$ cat src/sv/rvm_pkg.sv
// Package: widths, constants and shared types of the rotation vector to matrix core.
package rvm_pkg;

  localparam int IN_FRAC_BITS  = 12;
  localparam int OUT_FRAC_BITS = 14;
  localparam int WORK_FRAC     = 30;
  localparam int SERIES_TERMS  = 8;
  localparam longint EPS_SQ_DEN = 100000000;

  localparam int IN_W  = 16;
  localparam int OUT_W = 16;
  localparam int D2_W  = 2 * IN_W;          // sum of three squares stays below 2^32
  localparam int SQ_W  = 2 * IN_W + 1;      // W^2 entries
  localparam int CW    = WORK_FRAC + 4;     // signed Q.30 coefficients with headroom
  localparam int TW    = WORK_FRAC + 1;     // series term magnitudes, up to 2^30

  // doubling steps needed to bring the largest d^2 below one
  localparam int NDBL = (2 * IN_W - 2 * IN_FRAC_BITS + 1) / 2;
  localparam int M_W  = $clog2(NDBL + 1);

  // d < 1e-4 exactly when d2 < ceil(2^(2F) / 1e8)
  localparam longint SMALL_LIM =
    ((64'sd1 <<< (2 * IN_FRAC_BITS)) + EPS_SQ_DEN - 1) / EPS_SQ_DEN;

  localparam logic signed [CW-1:0] ONE_Q  = CW'(1) <<< WORK_FRAC;
  localparam logic signed [CW-1:0] HALF_Q = CW'(1) <<< (WORK_FRAC - 1);

  typedef struct packed {
    logic signed [IN_W-1:0] x;
    logic signed [IN_W-1:0] y;
    logic signed [IN_W-1:0] z;
    logic signed [SQ_W-1:0] sxx;
    logic signed [SQ_W-1:0] syy;
    logic signed [SQ_W-1:0] szz;
    logic signed [SQ_W-1:0] sxy;
    logic signed [SQ_W-1:0] sxz;
    logic signed [SQ_W-1:0] syz;
    logic                   tiny;
    logic [M_W-1:0]         m;
    logic [WORK_FRAC-1:0]   u;
    logic [TW-1:0]          ta;
    logic [TW-1:0]          tb;
    logic [TW-1:0]          tc;
    logic signed [CW-1:0]   a;
    logic signed [CW-1:0]   b;
    logic signed [CW-1:0]   c;
  } rvm_item_t;

  typedef struct packed {
    logic [OUT_W-1:0] m00;
    logic [OUT_W-1:0] m01;
    logic [OUT_W-1:0] m02;
    logic [OUT_W-1:0] m10;
    logic [OUT_W-1:0] m11;
    logic [OUT_W-1:0] m12;
    logic [OUT_W-1:0] m20;
    logic [OUT_W-1:0] m21;
    logic [OUT_W-1:0] m22;
  } rvm_res_t;

endpackage

$ cat src/sv/rvm_front.sv
// Front end: squares and cross products, d^2, angle reduction count and series argument.
module rvm_front (
  input  logic                      clk,
  input  logic                      rst_n,
  input  logic                      en,
  input  logic                      in_valid,
  input  logic signed [rvm_pkg::IN_W-1:0] x,
  input  logic signed [rvm_pkg::IN_W-1:0] y,
  input  logic signed [rvm_pkg::IN_W-1:0] z,
  output logic                      out_valid,
  output rvm_pkg::rvm_item_t        out_item
);
  import rvm_pkg::*;

  logic [1:0]             vld_r;
  rvm_item_t              s1_r, s1_nxt, s2_r, s2_nxt;
  logic signed [SQ_W+1:0] d2_full;
  logic [D2_W-1:0]        d2;
  logic [M_W-1:0]         m_sel;
  logic [63:0]            u_w;
  int                     sh;

  // stage 1: the six products
  always_comb begin
    s1_nxt     = '0;
    s1_nxt.x   = x;
    s1_nxt.y   = y;
    s1_nxt.z   = z;
    s1_nxt.sxx = SQ_W'(x) * SQ_W'(x);
    s1_nxt.syy = SQ_W'(y) * SQ_W'(y);
    s1_nxt.szz = SQ_W'(z) * SQ_W'(z);
    s1_nxt.sxy = SQ_W'(x) * SQ_W'(y);
    s1_nxt.sxz = SQ_W'(x) * SQ_W'(z);
    s1_nxt.syz = SQ_W'(y) * SQ_W'(z);
  end

  // stage 2: d^2, W^2 diagonal, reduction count, u = d^2 / 4^m in Q.30
  always_comb begin
    d2_full = s1_r.sxx + s1_r.syy + s1_r.szz;
    d2      = d2_full[D2_W-1:0];
    m_sel   = M_W'(NDBL);
    for (int k = NDBL; k >= 0; k--) begin
      if ((d2 >> (2 * IN_FRAC_BITS + 2 * k)) == '0) m_sel = M_W'(k);
    end
    u_w = '0;
    sh  = 0;
    for (int k = 0; k <= NDBL; k++) begin
      if (m_sel == M_W'(k)) begin
        sh = WORK_FRAC - 2 * IN_FRAC_BITS - 2 * k;
        if (sh >= 0) u_w = 64'(d2) << sh;
        else         u_w = 64'(d2) >> (-sh);
      end
    end
    s2_nxt       = s1_r;
    s2_nxt.sxx   = -(s1_r.syy + s1_r.szz);
    s2_nxt.syy   = -(s1_r.sxx + s1_r.szz);
    s2_nxt.szz   = -(s1_r.sxx + s1_r.syy);
    s2_nxt.tiny  = 64'(d2) < 64'(SMALL_LIM);
    s2_nxt.m     = m_sel;
    s2_nxt.u     = u_w[WORK_FRAC-1:0];
    s2_nxt.ta    = TW'(1) << WORK_FRAC;
    s2_nxt.tb    = TW'(1) << (WORK_FRAC - 1);
    s2_nxt.tc    = TW'(1) << WORK_FRAC;
    s2_nxt.a     = ONE_Q;
    s2_nxt.b     = HALF_Q;
    s2_nxt.c     = ONE_Q;
  end

  always_ff @(posedge clk) begin
    if (!rst_n) begin
      vld_r <= '0;
    end else if (en) begin
      vld_r <= {vld_r[0], in_valid};
    end
  end

  always_ff @(posedge clk) begin
    if (en) begin
      s1_r <= s1_nxt;
      s2_r <= s2_nxt;
    end
  end

  assign out_valid = vld_r[1];
  assign out_item  = s2_r;

endmodule

$ cat config.mk
export PLATFORM = sky130hd
export DESIGN_NAME = rvm_front
export DESIGN_NICKNAME = d
export VERILOG_FILES = /design/src/sv/rvm_pkg.sv /design/src/sv/rvm_front.sv
export SDC_FILE = /design/constraint.sdc
export NUM_CORES = 2
export LEC_CHECK = 0
export BUFFER_PORTS_ARGS = -buffer_cell sky130_fd_sc_hd__buf_2
export CAP_MARGIN = 20
export CORE_MARGIN = 8
export CORE_UTILIZATION = 48
export DETAILED_ROUTE_END_ITERATION = 6
export GPL_ROUTABILITY_DRIVEN = 0
export PLACE_DENSITY = 0.61
export SLEW_MARGIN = 5
export SYNTH_ARGS = -nofsm -noshare
export SYNTH_HDL_FRONTEND = slang
export SYNTH_SLANG_ARGS = --single-unit
$ cat constraint.sdc
create_clock -name clk -period 17.5 [get_ports clk]
set_input_delay 3.5 -clock clk [delete_from_list [all_inputs] [get_ports clk]]
set_output_delay 3.5 -clock clk [all_outputs]
set_load 0.01 [all_outputs]
# == Word level (Yosys, flattened, before mapping) ==
# Index checks and enable logic that the tools add are counted.
# op_classes
addsub,8
reduce_logical,5
eq_ne,4
magnitude_cmp,1
multipliers,6
mux,9
# op_table
op,count
multiplier 16 x 16 -> 32 bit,6
2-to-1 mux 30 bit,5
logical NOT 32 bit,4
adder 32 x 32 -> 33 bit,3
negation 33 bit,3
adder 32 bit,2
less-than comparator 32 x 1 -> 1 bit (second input constant),1
2-to-1 mux 3 bit,4
== test 3 x 2 -> 1 bit (second input constant),2
== test 3 x 1 -> 1 bit (second input constant),1
== test 3 bit (second input constant),1
logical NOT 3 bit,1
# word_totals
reg_bits,525

# == Logic depth before layout (Yosys ltp) ==
# logic_depth
ltp_word,13
ltp_mapped,26

# == Worst setup path before layout ==
# Ideal clock, no wire load.
# synth_timing
kind,input to register
from,input port x[14] in the netlist's numbering
to,register s1_r[285] in the netlist's numbering (data pin)
t_required_ns,17.365
arrival_time_ns,9.570
stages,23
path_buffers,3
setup_time_ns,0.135
slack_ns,7.795
cell_sequence,clkbuf_1 -> clkbuf_1 -> clkbuf_1 -> nand2_1 -> fa_1 -> fa_1 -> fa_1 -> inv_1 -> fa_1 -> fa_1 -> inv_1 -> fa_1 -> inv_1 -> ha_1 -> and3_1 -> a221o_1 -> a21oi_1 -> o21ai_0 -> o21a_1 -> o21ai_0 -> a21boi_0 -> or4_1 -> nand3_1
# synth_lines
item,line_no,source
start: declaration,rvm_front.sv:7,"input logic signed [rvm_pkg::IN_W-1:0] x,"
end signal: assignment,rvm_front.sv:79,s1_r <= s1_nxt;
end: declaration,rvm_front.sv:16,"rvm_item_t s1_r, s1_nxt, s2_r, s2_nxt;"

==> out/metrics.yaml <==
setup_path:
  required_ps: 17910
  reg2regPathDepth: 12
  cp_max_fo: 41
  cp-end-kind: "flop"
  crit_chain: "buf_2 > buf_4 > inv_1 > nor2_1 > fa_1 > fa_1 > fa_1 > fa_1 > fa_1 > inv_1 > fa_1 > inv_1 > ha_1 > nand3_1 > nor2_1 > nand2_1 > or4_1 > a31oi_1 > a211o_1 > a21oi_1 > xnor2_1"
  crit_buf_inv: 5
  crit_family: "adder cells"
  r2r_end: "out_item[206]"
  timing.rr.start: "s1_r[339]"
  r2r_slack_ps: 12540
  start_kind: "input port"
  path_common_cell: "fa_1"
  path_class: "input port to flop"
  critPathArrivalTime_ps: 10560
  crit_cells: 21
  worst_path_max_delay_cell: "fa_1"
  slowest_delay_ps: 900
clock_network:
  htree_levels: 2
  postCtsHoldBufs: 0
  postCtsSetupBuffers: 0
  clock-sinks: 513
  cts_tree: "done"
  root_buffer: "clkbuf_16"
  insertion_delay_ps: 750
  path_clk_slew_ps: 60
  cts_buffers: 58
  cts_buffer_depth: 3
  cts_resized: 0
cells_and_area:
  fin_util_pct: 51.3
  final_cells: 10800
  final_cell_area_um2: 87900
  area_growth_pct: 6.44
  nNetsFinal: 10800
  drive_above_1_share_pct: 6.80
global_route:
  grt-ovfl-total: 0
  grt_pass1_vias: 60500
  grt_max_degree: 150
  grt_pass1_wl_um: 336000
  grtUsageTotal_pct: 22.7
  grt_antenna_before_repair: 6
yosys:
  ys_types: 93
  synth_cells: 8282
  netlist_area_um2: 82600
  synth_area_leaders: "fa_1 (37%), edfxtp_1 (19%), ha_1 (11%)"
  synth_ff_type: "edfxtp_1"
  yosys.area.top_type_share_pct: 36.7
  synth_edf_count: 511
  async_flop_share_pct: 0
  synth_warnings: 0
  synthTopCellsByCount: "inv_1 (1,928), fa_1 (1,515), ha_1 (735)"
  ys_seq_area_share_pct: 18.6
  yosys.area.top_type: "fa_1"
  ys_ff_latch: 513
  synth_area_per_cell_um2: 9.97
  yosysMostFrequentCell: "inv_1"
floorplan:
  ios: 528
  dieArea_um2: 186000
  rows: 152
  die_h_um: 431
  die_w_um: 431
  initial_core_util_pct: 48.2
  core_um2: 171000
placement:
  hpwlAfterDp_um: 164000
  dp.cells: 10700
  dpl_cell_area_um2: 85900
  port_buffers: 332
run:
  maxCapViolations: 0
timing:
  fmax_mhz: 98.5
  period_minus_slack_ps: 10150
  finClkSkew_ps: 59.5
  slew_viol_final: 0
  finalCritPeriodShare_pct: 58.0
  rsz0062_at_grt: "false"
  finalSetupViolations: 0
  finalHoldViolCount: 0
  max-slew-margin-rel_pct: 29.8
  worst_slew_pin_slew_ps: 1050
  setup-tns-final_ps: 0
run_status:
  status: "completed"
drt:
  first_pass_iters: 6
  wl_per_cell_um: 19.2
  finalWirelength_um: 208000
  vias: 56000
  vias_per_cell: 5.17
  drc: 0
  drtIter0Drc: 3483
  detail-route-antenna-nets: 0
worst_hold_path:
  min_to: "out_item[461]"
  min_from: "s1_r[461]"
  hold_path.class: "flop to flop"
  hold-path-cell-count: 0
==> cell families (layout without fill, tap and decap cells) <==
logic type	count (synthesis)	after routing	share of synthesized area, %
flops	513	513	18.6
other cells	2	200	0.00909
buf+inv	2415	2452	11.9
xor+xnor	325	325	3.45
compound gates	832	832	6.75
fa+ha+maj	2250	2250	47.9
simple gates	1921	1921	11.1
mux	24	24	0.308
==> flip-flops by register name (all words and copies together) (netlist names) <==
signal	flops
vld_r	2
out_item	277
s1_r	234
==> final cells by class <==
| cell class | instances | area, um2 |
|---|---|---|
| fillers | 15600 | 83400 |
| multi-input cells | 5548 | 58100 |
| flip-flops and latches | 513 | 15400 |
| inverters | 1941 | 7290 |
| well taps | 2310 | 2890 |
| repair buffers | 404 | 2220 |
| clock buffers | 65 | 1480 |
| clock inverters | 42 | 556 |
| diodes | 4 | 10.0 |
==> worst max path at each step <==
stage | start | end | slack [ps]
5_1_grt | z[3] | s1_r[260] | 7000
6_report | z[3] | s1_r[260] | 7350
3_3_place_gp | x[7] | s1_r[326] | 6780
3_5_place_dp | z[2] | s1_r[259] | 6750
2_1_floorplan | x[14] | s1_r[285] | 7800
4_1_cts | z[3] | s1_r[260] | 7460
==> layout by cell type, fill, tap and decap left out, types with 19 or more instances in the layout <==
cell,count
and2_1,408
nor2b_1,31
xnor2_1,250
buf_4,71
a31o_2,19
nor2_1,388
o21bai_1,38
a31oi_1,54
ha_1,735
or2_2,26
and3_1,52
o211ai_1,22
buf_2,331
clkbuf_16,58
nand4_1,21
conb_1,196
nand2b_1,42
nand3_1,84
nor3_1,68
a21oi_1,222
or3_1,20
edfxtp_1,511
fa_1,1515
o21a_1,46
xor2_1,75
nand2_1,728
clkinv_1,19
inv_1,1928
a21o_1,128
o21ai_0,121
a211oi_1,26
==> through the flow <==
| stage | hold slack, ps | setup slack, ps |
|---|---|---|
| final | 368 | 7350 |
| after global routing | 398 | 7000 |
| after CTS | 377 | 7460 |
| after detailed placement | 405 | 6750 |
| after global placement | 400 | 6780 |
| after floorplan | 400 | 7800 |
==> metal layers <==
layer / wire length, um / track usage, % / part of all wire [%]
met2: 101000 / 38.8 / 49
met3: 12200 / 3.37 / 5.9
met4: 8540 / 8.14 / 4.1
met1: 86300 / 29.6 / 41
met5: 55 / 0 / 0.026
Power is not shown: default switching activity piles up to over one toggle a cycle in this logic, so the estimate is an artifact.
